==> config.mk <==
export PLATFORM = sky130hd
export DESIGN_NAME = room_assign_scheduler
export DESIGN_NICKNAME = d
export VERILOG_FILES = /design/src/hw/rtl/ras_pkg.sv /design/src/hw/rtl/room_assign_scheduler.sv
export SDC_FILE = /design/constraint.sdc
export NUM_CORES = 2
export LEC_CHECK = 0
export BUFFER_PORTS_ARGS = -buffer_cell sky130_fd_sc_hd__buf_2
export CAP_MARGIN = 20
export CORE_AREA = 10 10 478 480
export DETAILED_ROUTE_END_ITERATION = 10
export DIE_AREA = 0 0 488 490
export GPL_ROUTABILITY_DRIVEN = 0
export GPL_TIMING_DRIVEN = 0
export HOLD_SLACK_MARGIN = 0.12
export MAX_ROUTING_LAYER = met4
export SETUP_SLACK_MARGIN = 0.4
export SLEW_MARGIN = 25
export SYNTH_ARGS = -nofsm -noshare
export SYNTH_HDL_FRONTEND = slang
export SYNTH_SLANG_ARGS = --single-unit
==> constraint.sdc <==
create_clock -name clk -period 8.3 [get_ports clk]
set_input_delay 1.66 -clock clk [delete_from_list [all_inputs] [get_ports clk]]
set_output_delay 1.66 -clock clk [all_outputs]
set_load 0.05 [all_outputs]
==> src/hw/rtl/ras_pkg.sv <==
// ----------------------------------------------------------------------------
// ras_pkg
// shared types and constants for the room assignment scheduler
// ----------------------------------------------------------------------------
package ras_pkg;

  localparam int TIME_W  = 48;
  localparam int COUNT_W = 24;
  localparam int IN_W    = 32;
  localparam int CFG_W   = 5;
  localparam int IDX_W   = 4;

  localparam logic [TIME_W-1:0]  TIME_MAX    = '1;
  localparam logic [COUNT_W-1:0] COUNT_MAX   = '1;
  localparam logic [CFG_W-1:0]   ROOMS_RESET = 5'd16;

  typedef struct packed {
    logic [IN_W-1:0] start_time;
    logic [IN_W-1:0] end_time;
  } item_t;

  typedef struct packed {
    logic [IDX_W-1:0]   assigned_room;
    logic [TIME_W-1:0]  begin_time;
    logic [TIME_W-1:0]  finish_time;
    logic [IDX_W-1:0]   most_booked_room;
    logic [COUNT_W-1:0] most_booked_count;
    logic               rejected;
  } result_t;

  typedef enum logic [1:0] {
    ST_IDLE,
    ST_SCAN,
    ST_LAST,
    ST_UPDATE
  } state_t;

endpackage

==> src/hw/rtl/room_assign_scheduler.sv <==
// ----------------------------------------------------------------------------
// room_assign_scheduler
// assigns each meeting to a room and tracks the most-booked room
// ----------------------------------------------------------------------------
// usage:
//   a meeting (start_time, end_time) transfers in when start is high and busy
//   is low; meetings must come in nondecreasing start order
//   one result per meeting appears on result, marked by done, which is high for
//   exactly one cycle; the receiver cannot stall, so a result must be taken then
//   an out-of-order or empty meeting gives done on the next cycle with
//   rejected set and changes nothing
//   an accepted meeting reads every active room's busy-until from the room
//   memory, one per cycle, then reads the chosen room's use count and writes
//   back; done is registered after the write-back in ST_UPDATE, which follows
//   the scan (ST_SCAN) and ST_LAST; busy stays high through ST_SCAN, ST_LAST and
//   ST_UPDATE, so a new meeting is taken only once the last one is written
//   back; the single memory read port and the per-room scan set this limit
//   cfg_we/cfg_wdata write rooms_in_use; write it only while idle
//   reset: rooms_in_use returns to 16, all rooms read as free with zero
//   uses through per-room valid bits, so there is no clearing pass
// ----------------------------------------------------------------------------
module room_assign_scheduler #(
  parameter int ROOMS = 16
) (
  input  logic                     clk,
  input  logic                     rst,
  input  logic                     start,
  output logic                     busy,
  input  ras_pkg::item_t           item,
  output logic                     done,
  output ras_pkg::result_t         result,
  input  logic                     cfg_we,
  input  logic [ras_pkg::CFG_W-1:0] cfg_wdata
);

  localparam int RW = (ROOMS > 1) ? $clog2(ROOMS) : 1;
  localparam int CW = $clog2(ROOMS + 1);

  // room memories: busy-until time and use count per room
  logic [ras_pkg::TIME_W-1:0]  busy_mem [ROOMS];
  logic [ras_pkg::COUNT_W-1:0] uses_mem [ROOMS];
  logic [ROOMS-1:0]            vld;

  logic [ras_pkg::TIME_W-1:0]  busy_rd;
  logic [ras_pkg::COUNT_W-1:0] uses_rd;
  logic                        vld_rd;
  logic [RW-1:0]               rd_addr;
  logic                        mem_we;

  ras_pkg::state_t state, state_next;

  logic [ras_pkg::CFG_W-1:0]   rooms_in_use;
  logic [CW-1:0]               active;
  logic [RW-1:0]               last_idx;

  logic [RW-1:0]               scan_idx;
  logic [RW-1:0]               data_idx;
  logic                        rd_pending;

  logic                        found, found_next;
  logic [RW-1:0]               free_room, free_room_next;
  logic [RW-1:0]               earl_idx, earl_idx_next;
  logic [ras_pkg::TIME_W-1:0]  earl_val, earl_val_next;

  logic [ras_pkg::IN_W-1:0]    start_q;
  logic [ras_pkg::IN_W-1:0]    dur_q;
  logic [ras_pkg::IN_W-1:0]    prev_start;
  logic [RW-1:0]               best_room;
  logic [ras_pkg::COUNT_W-1:0] best_count;

  logic                        accept;
  logic                        reject;
  logic [ras_pkg::TIME_W-1:0]  data_busy;
  logic                        free_hit;
  logic [RW-1:0]               chosen_next;
  logic [RW-1:0]               room;
  logic [ras_pkg::TIME_W-1:0]  begin_t;
  logic [ras_pkg::TIME_W:0]    finish_sum;
  logic [ras_pkg::TIME_W-1:0]  finish_t;
  logic [ras_pkg::COUNT_W-1:0] uses_cur;
  logic [ras_pkg::COUNT_W-1:0] uses_inc;
  logic                        new_best;
  logic [RW-1:0]               best_room_next;
  logic [ras_pkg::COUNT_W-1:0] best_count_next;

  // active room count, zero acts as one and anything above ROOMS as ROOMS
  always_comb begin
    if (rooms_in_use == '0) begin
      active = CW'(1);
    end else if (32'(rooms_in_use) > ROOMS) begin
      active = CW'(ROOMS);
    end else begin
      active = CW'(rooms_in_use);
    end
  end
  assign last_idx = RW'(active - CW'(1));

  // input checks on the transfer
  assign accept = start && !busy;
  assign reject = (item.start_time < prev_start) || (item.end_time <= item.start_time);

  // scan compare on the data read the cycle before
  assign data_busy = vld_rd ? busy_rd : '0;
  assign free_hit  = data_busy <= ras_pkg::TIME_W'(start_q);

  always_comb begin
    found_next     = found;
    free_room_next = free_room;
    earl_idx_next  = earl_idx;
    earl_val_next  = earl_val;
    if (rd_pending) begin
      if (data_idx == '0) begin
        found_next     = free_hit;
        free_room_next = '0;
        earl_idx_next  = '0;
        earl_val_next  = data_busy;
      end else begin
        if (!found && free_hit) begin
          found_next     = 1'b1;
          free_room_next = data_idx;
        end
        if (data_busy < earl_val) begin
          earl_idx_next = data_idx;
          earl_val_next = data_busy;
        end
      end
    end
  end

  // lowest free room wins, else the earliest busy-until
  assign chosen_next = found_next ? free_room_next : earl_idx_next;
  assign room        = found ? free_room : earl_idx;

  // update arithmetic: a free room starts on time, otherwise wait for it
  assign begin_t    = found ? ras_pkg::TIME_W'(start_q) : earl_val;
  assign finish_sum = {1'b0, begin_t} + (ras_pkg::TIME_W + 1)'(dur_q);
  assign finish_t   = finish_sum[ras_pkg::TIME_W] ? ras_pkg::TIME_MAX
                                                  : finish_sum[ras_pkg::TIME_W-1:0];
  assign uses_cur   = vld_rd ? uses_rd : '0;
  assign uses_inc   = (uses_cur == ras_pkg::COUNT_MAX) ? uses_cur
                                                       : uses_cur + ras_pkg::COUNT_W'(1);
  assign new_best   = (uses_inc > best_count) ||
                      ((uses_inc == best_count) && (room < best_room));
  assign best_room_next  = new_best ? room : best_room;
  assign best_count_next = new_best ? uses_inc : best_count;

  // next state
  always_comb begin
    state_next = state;
    case (state)
      ras_pkg::ST_IDLE: begin
        if (accept && !reject) begin
          state_next = ras_pkg::ST_SCAN;
        end
      end
      ras_pkg::ST_SCAN: begin
        if (scan_idx == last_idx) begin
          state_next = ras_pkg::ST_LAST;
        end
      end
      ras_pkg::ST_LAST:   state_next = ras_pkg::ST_UPDATE;
      ras_pkg::ST_UPDATE: state_next = ras_pkg::ST_IDLE;
      default:            state_next = ras_pkg::ST_IDLE;
    endcase
  end

  // state outputs
  always_comb begin
    busy    = 1'b1;
    rd_addr = scan_idx;
    mem_we  = 1'b0;
    case (state)
      ras_pkg::ST_IDLE:   busy = 1'b0;
      ras_pkg::ST_SCAN:   rd_addr = scan_idx;
      ras_pkg::ST_LAST:   rd_addr = chosen_next;
      ras_pkg::ST_UPDATE: mem_we = 1'b1;
      default:            busy = 1'b0;
    endcase
  end

  // room memories, one read port with registered data, one write port
  always_ff @(posedge clk) begin
    busy_rd <= busy_mem[rd_addr];
    uses_rd <= uses_mem[rd_addr];
    if (mem_we) begin
      busy_mem[room] <= finish_t;
      uses_mem[room] <= uses_inc;
    end
  end

  // control state
  always_ff @(posedge clk) begin
    if (rst) begin
      state        <= ras_pkg::ST_IDLE;
      vld          <= '0;
      vld_rd       <= 1'b0;
      rd_pending   <= 1'b0;
      rooms_in_use <= ras_pkg::ROOMS_RESET;
      prev_start   <= '0;
      best_room    <= '0;
      best_count   <= '0;
      done         <= 1'b0;
    end else begin
      state      <= state_next;
      vld_rd     <= vld[rd_addr];
      rd_pending <= (state == ras_pkg::ST_SCAN);
      // strobe for a refused transfer or a finished write-back
      done       <= (accept && reject) || mem_we;
      if (cfg_we) begin
        rooms_in_use <= cfg_wdata;
      end
      if (accept && !reject) begin
        prev_start <= item.start_time;
      end
      if (mem_we) begin
        vld[room]  <= 1'b1;
        best_room  <= best_room_next;
        best_count <= best_count_next;
      end
    end
  end

  // scan bookkeeping and result register
  always_ff @(posedge clk) begin
    data_idx  <= scan_idx;
    found     <= found_next;
    free_room <= free_room_next;
    earl_idx  <= earl_idx_next;
    earl_val  <= earl_val_next;
    if (state == ras_pkg::ST_SCAN && scan_idx != last_idx) begin
      scan_idx <= scan_idx + RW'(1);
    end
    if (accept) begin
      scan_idx <= '0;
      start_q  <= item.start_time;
      dur_q    <= item.end_time - item.start_time;
      result.assigned_room     <= '0;
      result.begin_time        <= '0;
      result.finish_time       <= '0;
      result.most_booked_room  <= ras_pkg::IDX_W'(best_room);
      result.most_booked_count <= best_count;
      result.rejected          <= 1'b1;
    end
    if (mem_we) begin
      result.assigned_room     <= ras_pkg::IDX_W'(room);
      result.begin_time        <= begin_t;
      result.finish_time       <= finish_t;
      result.most_booked_room  <= ras_pkg::IDX_W'(best_room_next);
      result.most_booked_count <= best_count_next;
      result.rejected          <= 1'b0;
    end
  end

  // checks
  a_done_source: assert property (@(posedge clk) disable iff (rst)
    done |-> ($past(state) == ras_pkg::ST_UPDATE) || $past(start && !busy))
    else $error("result strobe without an update or a rejected transfer");

  a_good_starts_scan: assert property (@(posedge clk) disable iff (rst)
    (accept && !reject) |=> (state == ras_pkg::ST_SCAN))
    else $error("accepted meeting did not start a room scan");

  a_finish_order: assert property (@(posedge clk) disable iff (rst)
    (done && !result.rejected) |-> (result.finish_time >= result.begin_time))
    else $error("finish time before begin time");

  a_reject_clear: assert property (@(posedge clk) disable iff (rst)
    (done && result.rejected) |-> (result.begin_time == '0) && (result.finish_time == '0))
    else $error("rejected result carries times");

endmodule
# Word level (Yosys, flattened, before mapping)
# Memory sizes are Yosys's and may differ from the RTL's. A register that Yosys moved wholly into a read port is not among the register bits.
# Index checks and enable logic that the tools add are counted.
[word_totals]
ff_bits = 344
ram_bits = 1152
input_bits = 73
output_inout_bits = 131
elab_cells = 105
memories = 2
[mem_list]
columns = ["name", "words", "width", "read_ports", "rd_ports_with_merged_regs", "write_ports", "line", "rtl"]
rows = [
  ["busy_mem", 16, 48, 1, 1, 1, "room_assign_scheduler.sv:40", "logic [ras_pkg::TIME_W-1:0] busy_mem [ROOMS];"],
  ["uses_mem", 16, 24, 1, 1, 1, "room_assign_scheduler.sv:41", "logic [ras_pkg::COUNT_W-1:0] uses_mem [ROOMS];"],
]
[classes]
n_addsub = 5
n_lt_le_gt_ge = 10
eq_ne = 9
n_mux = 36
bitwise_logic = 1
n_reduce_logical = 19
[op_table]
columns = ["operator", "n"]
rows = [
  ["$mux W129", 2],
  ["$mux W48", 5],
  ["$mux W24", 3],
  ["$add A48 B32 Y49", 1],
  ["$le A48 B32 Y1", 1],
  ["$lt A48 B48 Y1", 1],
  ["$mux W4", 12],
  ["$le A32 B32 Y1", 1],
  ["$lt A32 B32 Y1", 1],
  ["$sub A32 B32 Y32", 1],
  ["$add A24 B1 Y24 const B", 1],
  ["$eq A24 B24 Y1", 1],
  ["$eq A24 B24 Y1 const B", 1],
  ["$gt A24 B24 Y1", 1],
  ["$or A16 B16 Y16", 1],
  ["$lt A4 B5 Y1 const B", 2],
  ["$mux W1", 9],
  ["$pmux W2 S4", 1],
  ["$logic_and A1 B1 Y1", 7],
  ["$gt A5 B5 Y1 const B", 1],
  ["$logic_not A5 Y1", 1],
  ["$add A4 B1 Y4 const B", 1],
  ["$bmux W1 S4", 1],
  ["$demux W1 S4", 1],
  ["16 further kinds", 23],
]

# Depth between registers and ports, before layout
[depth]
depth_word = 10
depth_mapped = 29
depth_no_buf = 25

# Worst setup path after synthesis
# OpenSTA, ideal clock, no wires.
[synth_timing]
path_kind = "in2reg"
start = "in start"
end = "reg result[100] (netlist bit) (enable)"
setup_time_ns = 1.128
t_arrival_ns = 4.140
required_ns = 7.172
path_slack_ns = 3.032
cell_stages = 3
path_buffers = 1
path_cell_list = "nand2_1 > clkbuf_1 > nand2_1"
[synth_between]
elab_chain_cells = 2
[synth_rtl]
columns = ["element", "line", "rtl"]
rows = [
  ["start, declared", "room_assign_scheduler.sv:27", "input logic start,"],
  ["$logic_and A1 B1 Y1", "room_assign_scheduler.sv:99", "assign accept = start && !busy;"],
  ["$reduce_bool A2 Y1 (no line)", "n/a", ""],
  ["end, declared", "room_assign_scheduler.sv:31", "output ras_pkg::result_t result,"],
]
# No other way between the ends.
# A chain may end at the register's enable or synchronous reset.

# Worst setup path after layout
[layout_timing]
start = "reg vld_rd"
end = "reg busy_rd[18] (netlist bit), read port of busy_mem"
[layout_between]
elab_chain_cells = 8
word_cells_on_any_way = 15
classes_between = "order compare (2); mux (12); reduce/logical (1)"
[layout_rtl]
columns = ["element", "line", "rtl"]
rows = [
  ["start, declared", "room_assign_scheduler.sv:46", "logic vld_rd;"],
  ["start signal, assigned", "room_assign_scheduler.sv:205", "vld_rd <= vld[rd_addr];"],
  ["$mux W48 (*)", "room_assign_scheduler.sv:103", "assign data_busy = vld_rd ? busy_rd : '0;"],
  ["via data_busy, one bit", "room_assign_scheduler.sv:73", "logic [ras_pkg::TIME_W-1:0] data_busy;"],
  ["$le A48 B32 Y1", "room_assign_scheduler.sv:104", "assign free_hit = data_busy <= ras_pkg::TIME_W'(start_q);"],
  ["$logic_and A1 B1 Y1", "room_assign_scheduler.sv:118", "if (!found && free_hit) begin"],
  ["$mux W4 / $mux W1 (equally long branches)", "room_assign_scheduler.sv:118", ""],
  ["$mux W4 / $mux W1 (equally long branches)", "room_assign_scheduler.sv:112", "if (data_idx == '0) begin"],
  ["$mux W4 / $mux W1 (equally long branches)", "room_assign_scheduler.sv:111", "if (rd_pending) begin"],
  ["$mux W4 (*)", "room_assign_scheduler.sv:131", "assign chosen_next = found_next ? free_room_next : earl_idx_next;"],
  ["$mux W4 (*)", "room_assign_scheduler.sv:172", "case (state)"],
  ["end, declared", "room_assign_scheduler.sv:44", "logic [ras_pkg::TIME_W-1:0] busy_rd;"],
]
# The timed path passes the listed nets; every way through them passes the cells marked *.

==> flow_metrics.env <==
export IMPL_cp_max_fo=10
export IMPL_power_total_w=0.0282
export IMPL_initial_core_util=0.299
export IMPL_status="complete, no violations"
export IMPL_drt_pass1_iter_count=7
export IMPL_worst_slack_ns=0.707
export IMPL_grtUsageTotal=0.159
export IMPL_final_area_um2=77500
export IMPL_yosys_area_top_type_share=0.640
export IMPL_drt_iter0_markers=4476
export IMPL_power_leakage_nw=27.0
export IMPL_cts_tree="done"
export IMPL_seq_area_frac_synth=0.694
export IMPL_postSynthAreaPerCell_um2=16.2
export IMPL_overflow=0
export IMPL_power_density_nw_per_um2=364
export IMPL_grt_pass1_wl_um=274000
export IMPL_layout_nets=4759
export IMPL_crit_path_cell_trace="buf_2 > clkbuf_2 > clkbuf_1 > clkbuf_2 > and2_1 > ha_1 > a21oi_1 > o21ai_0 > a2111oi_0 > nand3_1 > o211ai_1 > and2_1 > clkbuf_1 > o22ai_1 > a211oi_2 > buf_2 > buf_2 > mux4_2 > a22oi_1 > nand2_1"
export IMPL_drt_wirelength_per_cell_um=25.4
export IMPL_yosys_most_used_dff="edfxtp_1"
export IMPL_numCtsBuffers=152
export IMPL_end_kind="flip-flop"
export IMPL_startpoint_type="flip-flop"
export IMPL_path_clk_slew_ns=0.07
export IMPL_slowest_stage="a2111oi_0"
export IMPL_io_buffers=201
export IMPL_yosys_warnings=0
export IMPL_grtUsageMet3=0.0250
export IMPL_finalHoldViolCount=0
export IMPL_std_cell_rows=172
export IMPL_async_flop_share=0
export IMPL_htree_levels=4
export IMPL_cp_required_ns=8.96
export IMPL_drive_gt1_frac=0.212
export IMPL_seqCellArea_um2=45300
export IMPL_pre_cts_slack_ns=-1.16
export IMPL_grt_busiest_layer="met2"
export IMPL_core_um2=219000
export IMPL_path_delay_family="buffers and inverters"
export IMPL_gr_usage_met2=0.255
export IMPL_grt_pass1_vias=38500
export IMPL_wirelength_um=190000
export IMPL_cts_num_sinks=1568
export IMPL_synth_seq_cells=1568
export IMPL_critical_path_buf_inv_count=7
export IMPL_clk_latency_ns=0.81
export IMPL_place_hpwl_um=136000
export IMPL_routed_via_density=5.14
export IMPL_synth_area_leaders="edfxtp_1 64%, mux4_2 9.9%, dfxtp_1 5.4%, ha_1 4.0%, nand2_1 1.8%"
export IMPL_ys_top_cells_by_count="1,392 x edfxtp_1, 307 x nand2_1, 287 x mux4_2"
export IMPL_hold_class="reg -> reg"
export IMPL_tightest_slew_ns=1.14
export IMPL_crit_arrival_ns=8.25
export IMPL_fin_cells=7480
export IMPL_max_vdd_ir_drop_uv=367
export IMPL_crit_top_cell="buf_2"
export IMPL_relSlewSlack=0.234
export IMPL_dp_cells=7194
export IMPL_ant_nets=0
export IMPL_use_met1=0.204
export IMPL_cts_path_max_buffers=3
export IMPL_min_period_ns=7.59
export IMPL_syn_to_final_growth_pct=18.6
export IMPL_via_count=38400
export IMPL_timing_fmax_ghz=0.132
export IMPL_synth_cell_types=75
export IMPL_io_pins=204
export IMPL_fin_crit_sh=0.915
export IMPL_syn_inst=4030
export IMPL_drc_errors=0
export IMPL_die_h_um=490
export IMPL_die_w_um=488
export IMPL_multi_input_area_um2=18800
export IMPL_cpPeakStageDelay_ns=0.67
export IMPL_synth_fp_nets=4312
export IMPL_setup_violations=0
export IMPL_clockRootBuffer="clkbuf_16"
export IMPL_yosys_area_top_type="edfxtp_1"
export IMPL_dieArea_um2=239000
export IMPL_synth_edff_count=1392
export IMPL_post_cts_buffers=0
export IMPL_synth_most_common_cell="edfxtp_1"
export IMPL_slew_violations=0
export IMPL_antenna_found_initial=7
export IMPL_dpl_cell_area_um2=72400
export IMPL_rsz0062_at_grt="false"
export IMPL_skew_ns=0.0362
export IMPL_netlist_area_um2=65400
export IMPL_cap_viol_max_count=0
export IMPL_path_class="reg -> reg"
export IMPL_n_fill_cell=20400
export IMPL_grt_max_degree=72
==> sequential cells by signal, summed over array words and instances, names as in the netlist, 2 cells and up <==
| name | count |
|---|---|
| earl_val | 48 |
| state | 2 |
| start_q | 32 |
| result | 129 |
| scan_idx | 4 |
| data_idx | 4 |
| busy_rd | 48 |
| prev_start | 32 |
| best_room | 4 |
| dur_q | 32 |
| vld | 16 |
| free_room | 4 |
| rooms_in_use | 5 |
| uses_mem | 384 |
| best_count | 24 |
| busy_mem | 768 |
| earl_idx | 4 |
| uses_rd | 24 |
==> cells by family after synthesis <==
group,share of synthesized area
AO/OA/AOI/OAI,0.0625
buffers and inverters,0.0242
AND/OR/NAND/NOR,0.0592
adder cells (fa/ha/maj),0.0402
multiplexers,0.108
XOR/XNOR,0.0126
flip-flops,0.694
==> worst reg2reg max path: stages (launching register included) <==
cell and delay, ns:
dfxtp_1 0.30, buf_2 0.28, clkbuf_2 0.39, clkbuf_1 0.48, clkbuf_2 0.43, and2_1 0.39, ha_1 0.33, a21oi_1 0.14
o21ai_0 0.23, a2111oi_0 0.67, nand3_1 0.14, o211ai_1 0.44, and2_1 0.20, clkbuf_1 0.26, o22ai_1 0.20, a211oi_2 0.48
buf_2 0.64, buf_2 0.53, mux4_2 0.38, a22oi_1 0.35, nand2_1 0.19
==> cell usage in the layout (no fill, tap or decap), drive strengths merged, types with 20 or more instances in the layout <==
master  synthesis  layout
a21o           69      69
a21oi         151     151
a22oi         144     144
and2          100     100
and3           22      22
buf            69     361
clkbuf        102     315
clkinv          1      43
dfxtp         176     176
edfxtp       1392    1392
ha            207     207
inv           212     221
mux2i          51      51
mux4          287     287
nand2         307     307
nand2b         20      20
nand3          75      75
nand4          37      37
nor2          161     161
nor3           39      39
o21a           21      21
o21ai          90      90
xnor2          57      57
xor2           37      37
==> path summary, 6_finish.rpt <==
path	slack, ns	startpoint	cells after the start	to
setup / recovery	0.71	vld_rd$_SDFF_PP0_	20	busy_rd[18]$_DFF_P_
hold / removal	0.42	scan_idx[3]$_SDFFE_PP0P_	0	data_idx[3]$_DFF_P_
setup reg to reg	0.71	vld_rd$_SDFF_PP0_	20	busy_rd[18]$_DFF_P_
hold reg to reg	0.42	scan_idx[3]$_SDFFE_PP0P_	0	data_idx[3]$_DFF_P_
==> what timing repair did <==
item	CTS	global route
hold endpoints to repair	0	0
resized for setup	15	16
hold buffers	0	0
endpoints found under the setup margin	840	599
gates cloned	0	0
==> where the power goes <==
group	internal, W	total [W]	switching, W
clock	0.00398	0.00704	0.00306
sequential	0.0110	0.0114	0.000375
combinational	0.00282	0.00979	0.00697
==> per-stage QoR <==
stage / TNS (ns) / hold slack [ns] / util
after CTS: 0 / 0.431 / 0.354
after global routing: 0 / 0.447 / 0.354
after detailed placement: -620.00 / 0.411 / 0.331
final: 0 / 0.421 / 0.354
after global placement: -2699.43 / 0.402 / 0.320
after floorplan: 0 / 0.380 / -
==> layout make-up <==
type	instances	share of cell area
Sequential cell	1568	0.585
Buffer	171	0.0104
Inverter	213	0.0104
Antenna cell	5	0.000161
Tap cell	2871	0.0464
Timing Repair Buffer	293	0.0409
Clock inverter	69	0.0100
Multi-Input combinational cell	2078	0.242
Clock buffer	212	0.0548
==> per-layer routing <==
metal | routed length, um | up-vias
met5 | 0 | -
met4 | 6950 | 0
met3 | 13600 | 278
met2 | 91800 | 1642
met1 | 77900 | 19900
li1 | - | 16600
Note: power is estimated with default switching activity, not from simulation.
